File: src/rtl/acec_pkg.sv
// Shared types and constants for the aperture cut-edge classifier.
// Used by acec_ctrl, acec_datapath and aperture_cut_edge_classifier; no dependencies.
package acec_pkg;

    // Field widths fixed by the item and result formats.
    localparam int NODE_W     = 10;
    localparam int EDGE_W     = 12;
    localparam int NCOUNT_W   = 11;
    localparam int ECOUNT_W   = 13;
    localparam int TOTAL_W    = 13;
    localparam int STATUS_W   = 3;
    localparam int CLASS_W    = 2;
    localparam int CFG_IDX_W  = 2;
    localparam int CFG_DATA_W = 13;

    // Defaults for the top-level parameters.
    localparam int ACEC_MAX_NODES  = 1024;
    localparam int ACEC_MAX_EDGES  = 4096;
    localparam int ACEC_COUNT_BITS = 13;

    // Register reset values.
    localparam logic [NCOUNT_W-1:0] CLOSED_NODES_RST = NCOUNT_W'(1024);
    localparam logic [NCOUNT_W-1:0] OPEN_NODES_RST   = NCOUNT_W'(1024);
    localparam logic [ECOUNT_W-1:0] EDGES_RST        = ECOUNT_W'(4096);

    typedef enum logic [CFG_IDX_W-1:0] {
        REG_CLOSED_NODES = 2'd0,
        REG_OPEN_NODES   = 2'd1,
        REG_EDGES        = 2'd2
    } cfg_reg_t;

    typedef enum logic [STATUS_W-1:0] {
        ST_OK         = 3'd0,
        ST_MAP_RANGE  = 3'd1,
        ST_DUPLICATE  = 3'd2,
        ST_EDGE_RANGE = 3'd3,
        ST_END_RANGE  = 3'd4
    } status_t;

    typedef enum logic [CLASS_W-1:0] {
        CLS_INTERNAL  = 2'd0,
        CLS_PERIMETER = 2'd1,
        CLS_CUT       = 2'd2
    } edge_class_t;

    typedef enum logic {
        REQ_MAP  = 1'b0,
        REQ_EDGE = 1'b1
    } req_t;

    // One entry of the boundary map.
    typedef struct packed {
        logic              valid;
        logic [NODE_W-1:0] target;
    } map_entry_t;

    // Controller to datapath.
    typedef struct packed {
        logic clear_step;
        logic capture;
        logic execute;
    } ctl_cmd_t;

    // Datapath to controller.
    typedef struct packed {
        logic clear_last;
    } ctl_stat_t;

endpackage

File: src/rtl/acec_ctrl.sv
// Sequencing controller for the aperture cut-edge classifier.
// Depends on acec_pkg for the command and status structs.
module acec_ctrl
    import acec_pkg::*;
(
    input  logic      clk,
    input  logic      rst_n,
    input  logic      start,
    input  ctl_stat_t stat,
    output ctl_cmd_t  cmd,
    output logic      busy,
    output logic      done
);

    typedef enum logic [1:0] {
        S_CLEAR,
        S_IDLE,
        S_EXEC
    } state_t;

    state_t state_reg;
    state_t state_next;
    logic   done_reg;

    always_comb
    begin
        state_next = state_reg;
        unique case (state_reg)
            S_CLEAR:
            begin
                if (stat.clear_last)
                begin
                    state_next = S_IDLE;
                end
            end
            S_IDLE:
            begin
                if (start)
                begin
                    state_next = S_EXEC;
                end
            end
            S_EXEC:
            begin
                state_next = S_IDLE;
            end
            default:
            begin
                state_next = S_CLEAR;
            end
        endcase
    end

    always_ff @(posedge clk or negedge rst_n)
    begin
        if (!rst_n)
        begin
            state_reg <= S_CLEAR;
            done_reg  <= 1'b0;
        end
        else
        begin
            state_reg <= state_next;
            done_reg  <= (state_reg == S_EXEC);
        end
    end

    assign cmd.clear_step = (state_reg == S_CLEAR);
    assign cmd.capture    = (state_reg == S_IDLE) && start;
    assign cmd.execute    = (state_reg == S_EXEC);
    assign busy           = (state_reg != S_IDLE);
    assign done           = done_reg;

    // An accepted item is executed in the very next cycle.
    a_capture_then_exec: assert property (@(posedge clk) disable iff (!rst_n)
        cmd.capture |=> cmd.execute)
        else $error("accepted item was not executed in the next cycle");

    // Every executed item raises the done strobe in the following cycle.
    a_exec_then_done: assert property (@(posedge clk) disable iff (!rst_n)
        cmd.execute |=> done)
        else $error("executed item produced no done strobe");

    // The strobe never fires without an execute cycle before it.
    a_done_has_exec: assert property (@(posedge clk) disable iff (!rst_n)
        done |-> $past(cmd.execute))
        else $error("done strobe without an executed item");

endmodule

File: config.mk
export PLATFORM = sky130hd
export DESIGN_NAME = acec_ctrl
export DESIGN_NICKNAME = d
export VERILOG_FILES = /design/src/rtl/acec_pkg.sv /design/src/rtl/acec_ctrl.sv
export SDC_FILE = /design/constraint.sdc
export NUM_CORES = 1
export LEC_CHECK = 0
export BUFFER_PORTS_ARGS = -buffer_cell sky130_fd_sc_hd__buf_2
export CELL_PAD_IN_SITES_DETAIL_PLACEMENT = 0
export CELL_PAD_IN_SITES_GLOBAL_PLACEMENT = 1
export CORE_AREA = 2 2 39 41
export CTS_BUF_LIST = sky130_fd_sc_hd__clkbuf_4 sky130_fd_sc_hd__clkbuf_8
export DETAILED_ROUTE_END_ITERATION = 6
export DIE_AREA = 0 0 41 43
export PLACE_DENSITY_LB_ADDON = 0.25
export SLEW_MARGIN = 20
export SYNTH_ARGS = -nofsm -noshare
export SYNTH_HDL_FRONTEND = slang
export SYNTH_SLANG_ARGS = --single-unit
File: constraint.sdc
create_clock -name clk -period 1.11 [get_ports clk]
set_input_delay 0 -clock clk [delete_from_list [all_inputs] [get_ports clk]]
set_output_delay 0 -clock clk [all_outputs]
set_load 0.03 [all_outputs]
* Word level (Yosys, flattened, before mapping)
Index checks and enable logic that the tools add are counted.
Word-level totals: register bits 3
Operators by class: equality and inequality tests 5, mux-type cells 3, reduce and logical (&&, ||, !) cells 3
Operators by type and width (number):
- case mux 2 bit (3 select lines) | 1
- two-way mux 2 bit | 2
- != test 2 bit (second input constant) | 2
- == test 2 x 1 -> 1 bit (second input constant) | 1
- == test 2 bit (second input constant) | 1
- zero test 2 bit | 1
- != test 2 x 1 -> 1 bit (second input constant) | 1
- AND reduction 2 bit | 1
- logical AND 1 bit | 1

* Logic depth before layout (Yosys ltp)
Gate-level depths: netlist (run 1).
depth after elaboration 3, mapped depth 2, mapped depth without buffers 2

* Worst setup path before layout (run 1)
OpenSTA, ideal clock, no wires.
path type register -> output, start register state_reg[1], end output port cmd[1] in the netlist's numbering, arrival time 1.001 ns, required time 1.110 ns, slack 0.109 ns, cell stages (with the launch flop) 3, path through dfrtp_1 -> nand2b_4 -> nor2_1
RTL lines:
- start: declaration | line acec_ctrl.sv:21 | state_t state_reg;
- start signal: assignment | line acec_ctrl.sv:63 | state_reg <= state_next;
- end: declaration | line acec_ctrl.sv:10 | output ctl_cmd_t cmd,

==> reports/metrics.yaml, run 1 <==
die:
  die_area_um2: 1760
  dieWidth_um: 41
  ios: 9
  placementRows: 14
  core-area_um2: 1380
  fp.dieH_um: 43
  initial_util: 0.0886
logic_synthesis:
  synth.top_cell.area_share: 0.612
  post_synthesis_cell_count: 11
  synth.top_cells.by_area: "sky130_fd_sc_hd__dfrtp_1 (61%), sky130_fd_sc_hd__nor2_1 (12%), sky130_fd_sc_hd__nand2b_4 (11%)"
  syn-num-nets: 15
  post_synth_num_cell_types: 6
  mean_cell_area_of_the_mapped_netlist_um2: 11.1
  synth_largest_area_cell: "sky130_fd_sc_hd__dfrtp_1"
  cell_area_after_synthesis_um2: 123
  synth_sequential_area_ratio: 0.612
  yosys_warning_total: 0
  synth_seq_cells: 3
route:
  post_drt_antenna_nets: 0
  number_of_vias_after_detailed_routing: 129
  first_iter_violations: 3
  wire_per_inst_um: 7.49
  totalWireLength_um: 307
  drc_errors: 0
  via_per_inst: 3.15
  drt-pass1-iter-count: 4
setup_path:
  worst-path-max-fanout: 4
  crit_path_start_kind: "flip-flop"
  cp.arrival_ns: 1.06
  critPathCaptureType: "output port"
  path_class: "reg -> out"
  critical_path_required_ns: 1.11
min_path:
  timing.hold.worst.class: "in -> reg"
clock_network:
  clockBufferDepth: 2
  clock_latency_late_sink_ns: 0.23
  path_clk_slew_ns: 0.04
  htree_num_levels: 1
  cts_tree: "yes"
  clockRootBuffer: "sky130_fd_sc_hd__clkbuf_4"
  cts_inserted_buffers: 3
  cts.sinks: 3
sta:
  setup_violations: 0
  timing_max_transition_violations_final: 0
  finalHoldWorstSlack_ns: 0.0398
  grt_setup_unrepaired: "no"
  fmax_mhz: 940
  fin_tns_setup_ns: 0
  post-route-period-util: 0.958
  slew-limit-headroom: 0.891
  min_period_ns: 1.06
  final_hold_viol_count: 0
  finalClockSkew_ns: 0.000611
  worst_slew_pin_slew_ns: 0.163
place:
  placement.io_buffers: 8
  place.gp.congestion: 0.596
  dp.final_hpwl_um: 219
global_route:
  first_pass_grt_wire_length_um: 503
  largest_net_degree_at_the_start_of_global_routing: 5
  first_global_vias: 129
  gr-usage-all-layers: 0.0523
  initial_antenna_violation_count: 0
  grt_overflow: 0
layout:
  drive_above_1_share: 0.560
  nets: 30
  largest_register_ff_count: 2
  insertedDiodeCount: 0
  area_growth_pct: 93.9
job:
  max-cap-violations: 0
pwr:
  power_density_over_the_cells_nw_per_um2: 3110
  irDropWorstVdd_mv: 0.992
  static-leakage-power_nw: 0.126
status:
  run_status: "completed"
cell usage after synthesis:
cell type                  instances
sky130_fd_sc_hd__and2b_2           1
sky130_fd_sc_hd__o22ai_1           1
sky130_fd_sc_hd__inv_1             1
sky130_fd_sc_hd__dfrtp_1           3
sky130_fd_sc_hd__nor2_1            4
sky130_fd_sc_hd__nand2b_4          1
worst paths after layout:
kind                                endpoint  cells after the start         start  slack (ns)
worst max register to register  state_reg[0]                      2  state_reg[1]        0.33
min in group asynchronous       state_reg[1]                      2         rst_n        0.09
worst min register to register  state_reg[0]                      1  state_reg[0]        0.54
worst min-delay path            state_reg[0]                      3          stat        0.04
worst max-delay path                  cmd[0]                      2  state_reg[0]        0.05
max in group asynchronous               done                      2         rst_n        0.91
worst max-delay path, cell delays in order, from the launching register on:
cell                       delay (ns)
sky130_fd_sc_hd__dfrtp_1         0.41
sky130_fd_sc_hd__and2b_2         0.24
sky130_fd_sc_hd__clkbuf_4        0.18
cells in the final DEF (no fill, tap or decap), drive strengths merged:
master       Yosys  routed
and2b            1       1
inv              1       1
nor2             4       4
dlygate4sd3      0       2
nand2b           1       1
dfrtp            3       3
o22ai            1       1
clkbuf           0       5
buf              0       7
report_power, final:
group / total, mW / switching [mW] / internal (mW)
logic: 0.334 / 0.215 / 0.118
clock network: 0.220 / 0.0608 / 0.159
registers: 0.186 / 0.0375 / 0.148
total: 0.740 / 0.314 / 0.426
metal layers:
layer	up-vias	wire, µm	share of wire	track usage
li1	62	-	-	-
met1	52	143	0.47	0.0550
met2	13	81	0.26	0.0406
met3	2	77	0.25	0.0838
met4	0	4	0.013	0.0400
met5	-	0	0	0
through the flow:
stage | util | cell area [µm²] | total power [mW] | setup WS, ns | cells
detailed placement | 0.132 | 183 | 0.506 | 0.281 | 35
global route | 0.172 | 238 | 0.778 | 0.00676 | 41
global placement | 0.132 | 183 | 0.502 | 0.292 | 35
finish | 0.172 | 238 | 0.740 | 0.0462 | 41
floorplan | - | 123 | 0.419 | 0.109 | 11
CTS | 0.168 | 233 | 0.741 | 0.0203 | 41
cells by family (layout without fill, tap and decap cells):
family,after synthesis,count (layout),share of synthesized area
compound gates,1,1,0.0511
flops,3,3,0.612
buf+inv,1,15,0.0306
simple gates,6,6,0.306
cell type report:
class,count,area [µm²]
Inverter,1,3.75
Timing Repair Buffer,10,65.1
Tap cell,16,20.0
Multi-Input combinational cell,7,43.8
Sequential cell,3,75.1
Clock buffer,4,30.0
Fill cell,153,1150
what timing repair did:
action	in CTS	in global routing
hold endpoints to repair	4	0
buffers inserted	0	0
endpoints found under the setup margin	0	2
hold buffers	2	0
resized for setup	0	3
(Power assumes the default switching activity.)
==> run 2: changes to the inputs <==
--- a/config.mk
+++ b/config.mk
@@ -12,6 +12,7 @@
 export CTS_BUF_LIST = sky130_fd_sc_hd__clkbuf_4 sky130_fd_sc_hd__clkbuf_8
 export DETAILED_ROUTE_END_ITERATION = 6
 export DIE_AREA = 0 0 41 43
+export GPL_TIMING_DRIVEN = 0
 export PLACE_DENSITY_LB_ADDON = 0.25
 export SLEW_MARGIN = 20
 export SYNTH_ARGS = -nofsm -noshare
==> run 2 against run 1 <==
  * Cell count stayed put
  * Final area stayed put
  * Largest power group unchanged
  * First-iteration DRC count up 33%
  * Maximum frequency decreased by 0.64%
  * Critical path depth unchanged
  * Via count down 2.3%
  * Worst setup slack got worse by 0.0068 ns
  * Clock power fell by 3%
==> reports/metrics.yaml, run 2 (synthesis results as in run 1) <==
clock_network:
  clockBufferDepth: 2  # unchanged
  cts.sinks: 3  # unchanged
  cts_tree: "yes"  # unchanged
  htree_num_levels: 1  # unchanged
  path_clk_slew_ns: 0.03  # was 0.04 ns
  clock_latency_late_sink_ns: 0.23  # about the same
  clockRootBuffer: "sky130_fd_sc_hd__clkbuf_4"  # unchanged
  cts_inserted_buffers: 3  # unchanged
  cts_setup_buffers: 0  # unchanged
layout:
  commonest_cells_after_routing_fill_and_taps_aside: "sky130_fd_sc_hd__buf_2 (6), sky130_fd_sc_hd__clkbuf_4 (5), sky130_fd_sc_hd__nor2_1 (4)"  # unchanged
  final_common_cell: "sky130_fd_sc_hd__buf_2"  # unchanged
  layout.cells.non_filler: 41  # unchanged
  n_fill_cell: 155  # was 153
  insertedDiodeCount: 0  # unchanged
  drive_above_1_share: 0.560  # unchanged
  finalInstanceArea_um2: 238  # unchanged
  area_growth_pct: 93.9  # unchanged
  post-route-util: 0.172  # unchanged
  largest_register_ff_count: 2  # unchanged
  nets: 30  # unchanged
route:
  totalWireLength_um: 302  # was 307 µm
  via_per_inst: 3.07  # was 3.15
  wire_per_inst_um: 7.37  # was 7.49 µm
  drt-pass1-iter-count: 2  # was 4
  first_iter_violations: 4  # was 3
  drc_errors: 0  # unchanged
  post_drt_antenna_nets: 0  # unchanged
  number_of_vias_after_detailed_routing: 126  # was 129
pwr:
  design_power_total_uw: 736  # was 740 µW
  power_frac_clock: 0.290  # was 0.298
  combPwrFrac: 0.455  # was 0.451
  power_switching_share: 0.422  # was 0.424
  power_switching_uw: 310  # was 314 µW
  irDropWorstVdd_mv: 0.788  # was 0.992 mV
  p_int_uw: 425  # was 426 µW
  power_density_over_the_cells_nw_per_um2: 3100  # was 3110 nW/µm²
  register_share_of_total_power: 0.256  # was 0.251
  static-leakage-power_nw: 0.126  # unchanged
die:
  dieWidth_um: 41  # unchanged
  placementRows: 14  # unchanged
  die_area_um2: 1760  # unchanged
  initial_util: 0.0886  # unchanged
  fp.dieH_um: 43  # unchanged
  ios: 9  # unchanged
  core-area_um2: 1380  # unchanged
place:
  dpl_worst_slack_ns: 0.270  # was 0.281 ns
  post-place-cells: 35  # unchanged
  dpl_cell_area_um2: 183  # unchanged
  place.gp.congestion: 0.590  # was 0.596
  placement.io_buffers: 8  # unchanged
  dp.final_hpwl_um: 235  # was 219 µm
sta:
  finalHoldWorstSlack_ns: 0.0429  # was 0.0398 ns
  finalClockSkew_ns: 0.0000453  # was 0.000611 ns
  min_period_ns: 1.07  # was 1.06 ns
  slew-limit-headroom: 0.883  # was 0.891
  grt_setup_unrepaired: "no"  # unchanged
  fmax_mhz: 934  # was 940 MHz
  setup_violations: 0  # unchanged
  fin_tns_setup_ns: 0  # unchanged
  timing_max_transition_violations_final: 0  # unchanged
  post-route-period-util: 0.965  # was 0.958
  postLayoutSetupSlackWorst_ns: 0.0394  # was 0.0462 ns
  worst_slew_pin_slew_ns: 0.176  # was 0.163 ns
  final_hold_viol_count: 0  # unchanged
global_route:
  initial_antenna_violation_count: 0  # unchanged
  first_global_vias: 130  # was 129
  largest_net_degree_at_the_start_of_global_routing: 5  # unchanged
  gr-usage-all-layers: 0.0463  # was 0.0523
  grt_overflow: 0  # unchanged
  first_pass_grt_wire_length_um: 448  # was 503 µm
status:
  run_status: "completed"  # unchanged
setup_path:
  critical_path_required_ns: 1.11  # about the same
  critPathCaptureType: "output port"  # unchanged
  crit_path_start_kind: "flip-flop"  # unchanged
  timing.critical_path.slowest_stage_cell: "sky130_fd_sc_hd__dfrtp_1"  # unchanged
  crit_path_max_incr_delay_ns: 0.41  # about the same
  crit_chain: "and2b_2, clkbuf_4"  # unchanged
  rr_worst_depth: 1  # was 2
  cp.arrival_ns: 1.07  # was 1.06 ns
  path_class: "reg -> out"  # unchanged
  worst-path-max-fanout: 4  # unchanged
min_path:
  timing.hold.worst.class: "in -> reg"  # unchanged
  hold-path-cell-count: 3  # unchanged
job:
  max-cap-violations: 0  # unchanged
## run 2: cell counts in the layout (fill, tap and decap cells not counted)
No cell type changed its count.
## run 2: area by class of cell
type / count / area, µm² / share of cell area
clock buffers: 4 / 30.0 / 0.126
inverters: 1 / 3.75 / 0.0158
multi-input cells: 7 / 43.8 / 0.184
flip-flops and latches: 3 / 75.1 / 0.316
well taps: 16 / 20.0 / 0.0842
repair buffers: 10 / 65.1 / 0.274
## run 2: metal layers
layer	vias to the layer above	global-route usage	share of wire
met4	0	0.0800	0.026
met2	11	0.0500	0.33
met5	-	0	0
met3	2	0.0314	0.20
li1	62	-	-
met1	51	0.0388	0.43
## run 2: worst max-delay path: cells and delay by family, from the launching register on
kind / cells / cell delay, ns
AND/OR/NAND/NOR: 1 / 0.25
flip-flops: 1 / 0.41
buffers and inverters: 1 / 0.18
## run 2: path summary, 6_finish.rpt
path | start | end | slack, ns
worst max-delay path | state_reg[0] | cmd[0] | 0.04
worst min-delay path | stat | state_reg[0] | 0.04
worst max register to register | state_reg[0] | done | 0.33
worst min register to register | state_reg[0] | state_reg[0] | 0.55
max in group asynchronous | rst_n | state_reg[0] | 0.91
min in group asynchronous | rst_n | state_reg[1] | 0.10
## run 2: timing repair
action                                  4_1_cts  5_1_grt
hold endpoints to repair                      4        0
hold buffers                                  2        0
gates resized for setup                       0        3
endpoints found under the setup margin        0        2
## run 2: power by group through the flow
| stage | registers [mW] | logic (mW) | clock network, mW |
|---|---|---|---|
| final | 0.188 | 0.335 | 0.213 |
| after global routing | 0.194 | 0.351 | 0.231 |
| after CTS | 0.189 | 0.325 | 0.226 |
| after detailed placement | 0.191 | 0.319 | 0 |
| after global placement | 0.187 | 0.316 | 0 |
| after floorplan | 0.202 | 0.217 | 0 |
==> run 3: changes to the inputs <==
--- a/config.mk
+++ b/config.mk
@@ -9,7 +9,6 @@
 export CELL_PAD_IN_SITES_DETAIL_PLACEMENT = 0
 export CELL_PAD_IN_SITES_GLOBAL_PLACEMENT = 1
 export CORE_AREA = 2 2 39 41
-export CTS_BUF_LIST = sky130_fd_sc_hd__clkbuf_4 sky130_fd_sc_hd__clkbuf_8
 export DETAILED_ROUTE_END_ITERATION = 6
 export DIE_AREA = 0 0 41 43
 export GPL_TIMING_DRIVEN = 0
==> run 3 against run 2 <==
  * Via count fell by 1.6%
  * Routed wire length down 0.33%
  * Global-route usage unchanged
  * Power fell by 3.3%
  * Highest routed layer unchanged
==> reports/metrics.yaml, run 3 (synthesis results as in run 1) <==
clock_network:
  htree_num_levels: 1  # unchanged
  clockBufferDepth: 2  # unchanged
  clock_latency_late_sink_ns: 0.23  # about the same
  cts_inserted_buffers: 3  # unchanged
  cts_tree: "yes"  # unchanged
  cts_setup_buffers: 0  # unchanged
  cts.sinks: 3  # unchanged
  path_clk_slew_ns: 0.03  # about the same
  clockRootBuffer: "sky130_fd_sc_hd__clkbuf_4"  # unchanged
job:
  max-cap-violations: 0  # unchanged
layout:
  final_common_cell: "sky130_fd_sc_hd__buf_2"  # unchanged
  nets: 30  # unchanged
  insertedDiodeCount: 0  # unchanged
  commonest_cells_after_routing_fill_and_taps_aside: "sky130_fd_sc_hd__buf_2 (6), sky130_fd_sc_hd__nor2_1 (4), sky130_fd_sc_hd__clkbuf_4 (4)"  # was sky130_fd_sc_hd__buf_2 (6), sky130_fd_sc_hd__clkbuf_4 (5), sky130_fd_sc_hd__nor2_1 (4)
  area_growth_pct: 90.8  # was 93.9%
  drive_above_1_share: 0.520  # was 0.560
  largest_register_ff_count: 2  # unchanged
  layout.cells.non_filler: 41  # unchanged
setup_path:
  cp.arrival_ns: 1.07  # about the same
  timing.critical_path.slowest_stage_cell: "sky130_fd_sc_hd__dfrtp_1"  # unchanged
  critical_path_required_ns: 1.11  # about the same
  critPathCaptureType: "output port"  # unchanged
  worst-path-max-fanout: 4  # unchanged
  crit_path_max_incr_delay_ns: 0.41  # about the same
  path_class: "reg -> out"  # unchanged
  crit_path_start_kind: "flip-flop"  # unchanged
  crit_chain: "and2b_2, clkbuf_4"  # unchanged
place:
  dp.final_hpwl_um: 235  # unchanged
  post-place-cells: 35  # unchanged
  placement.io_buffers: 8  # unchanged
  place.gp.congestion: 0.590  # unchanged
pwr:
  power_switching_uw: 311  # was 310 µW
  power_switching_share: 0.437  # was 0.422
  power_frac_clock: 0.266  # was 0.290
  register_share_of_total_power: 0.264  # was 0.256
  combPwrFrac: 0.470  # was 0.455
  irDropWorstVdd_mv: 0.787  # was 0.788 mV
  p_int_uw: 401  # was 425 µW
  power_density_over_the_cells_nw_per_um2: 3040  # was 3100 nW/µm²
  static-leakage-power_nw: 0.123  # was 0.126 nW
route:
  first_iter_violations: 3  # was 4
  number_of_vias_after_detailed_routing: 124  # was 126
  wire_per_inst_um: 7.34  # was 7.37 µm
  post_drt_antenna_nets: 0  # unchanged
  via_per_inst: 3.02  # was 3.07
  drc_errors: 0  # unchanged
  totalWireLength_um: 301  # was 302 µm
  drt-pass1-iter-count: 2  # unchanged
die:
  ios: 9  # unchanged
  placementRows: 14  # unchanged
  core-area_um2: 1380  # unchanged
  die_area_um2: 1760  # unchanged
  fp.dieH_um: 43  # unchanged
  initial_util: 0.0886  # unchanged
  dieWidth_um: 41  # unchanged
global_route:
  first_pass_grt_wire_length_um: 448  # unchanged
  grt_overflow: 0  # unchanged
  largest_net_degree_at_the_start_of_global_routing: 5  # unchanged
  initial_antenna_violation_count: 0  # unchanged
  first_global_vias: 130  # unchanged
  gr-usage-all-layers: 0.0463  # unchanged
sta:
  finalClockSkew_ns: 0.000622  # was 0.0000453 ns
  slew-limit-headroom: 0.883  # unchanged
  timing_max_transition_violations_final: 0  # unchanged
  final_hold_viol_count: 0  # unchanged
  grt_setup_unrepaired: "no"  # unchanged
  post-route-period-util: 0.964  # was 0.965
  min_period_ns: 1.07  # about the same
  fin_tns_setup_ns: 0  # unchanged
  worst_slew_pin_slew_ns: 0.176  # about the same
  finalHoldWorstSlack_ns: 0.0432  # was 0.0429 ns
  setup_violations: 0  # unchanged
  fmax_mhz: 934  # about the same
status:
  run_status: "completed"  # unchanged
min_path:
  timing.hold.worst.class: "in -> reg"  # unchanged
-- run 3: changes by cell type in the layout (fill, tap and decap cells not counted) --
cell	change
sky130_fd_sc_hd__clkbuf_1	+1
sky130_fd_sc_hd__clkbuf_4	-1
-- run 3: power by group through the flow --
| stage | logic, mW | registers, mW | clock network (mW) |
|---|---|---|---|
| 2_1_floorplan | 0.217 | 0.202 | 0 |
| 4_1_cts | 0.325 | 0.189 | 0.199 |
| 6_report | 0.335 | 0.188 | 0.189 |
| 5_1_grt | 0.351 | 0.194 | 0.207 |
| 3_5_place_dp | 0.319 | 0.191 | 0 |
| 3_3_place_gp | 0.316 | 0.187 | 0 |
-- run 3: repair_timing --
item                                    4_1_cts  5_1_grt
endpoints found under the setup margin        0        2
hold buffers                                  2        0
gates resized for setup                       0        3
hold endpoints to repair                      4        0
-- run 3: critical path, delay by kind of cell, from the launching register on --
kind / cells / cell delay, ns
buf+inv: 1 / 0.18
simple gates: 1 / 0.25
flops: 1 / 0.41
-- run 3: metal layers --
metal,track usage,vias to the layer above,wire length (µm)
li1,-,61,-
met1,0.0388,50,132
met2,0.0500,11,99
met3,0.0314,2,61
met4,0.0800,0,8
met5,0,-,0
-- run 3: area by class of cell --
cell class                      instances  area (µm²)
Fill cell                             155        1150
Multi-Input combinational cell          7        43.8
Sequential cell                         3        75.1
Tap cell                               16        20.0
Timing Repair Buffer                   10        65.1
Clock buffer                            4        26.3
Inverter                                1        3.75
-- run 3: worst paths after layout --
check | from | to | slack (ns) | depth (start not counted)
min reg2reg | state_reg[0] | state_reg[0] | 0.55 | 1
max in group asynchronous | rst_n | state_reg[0] | 0.91 | 2
min in group asynchronous | rst_n | done | 0.10 | 2
max reg2reg | state_reg[1] | state_reg[0] | 0.33 | 2
min | stat | state_reg[0] | 0.04 | 3
max | state_reg[0] | cmd[0] | 0.04 | 2
-- run 3: through the flow --
stage / area (µm²) / power, mW / setup WS (ns) / util
2_1_floorplan: 123 / 0.419 / 0.109 / -
3_3_place_gp: 183 / 0.502 / 0.288 / 0.132
3_5_place_dp: 183 / 0.509 / 0.270 / 0.132
4_1_cts: 229 / 0.713 / 0.0191 / 0.165
5_1_grt: 234 / 0.751 / 0.00622 / 0.169
6_report: 234 / 0.712 / 0.0397 / 0.169
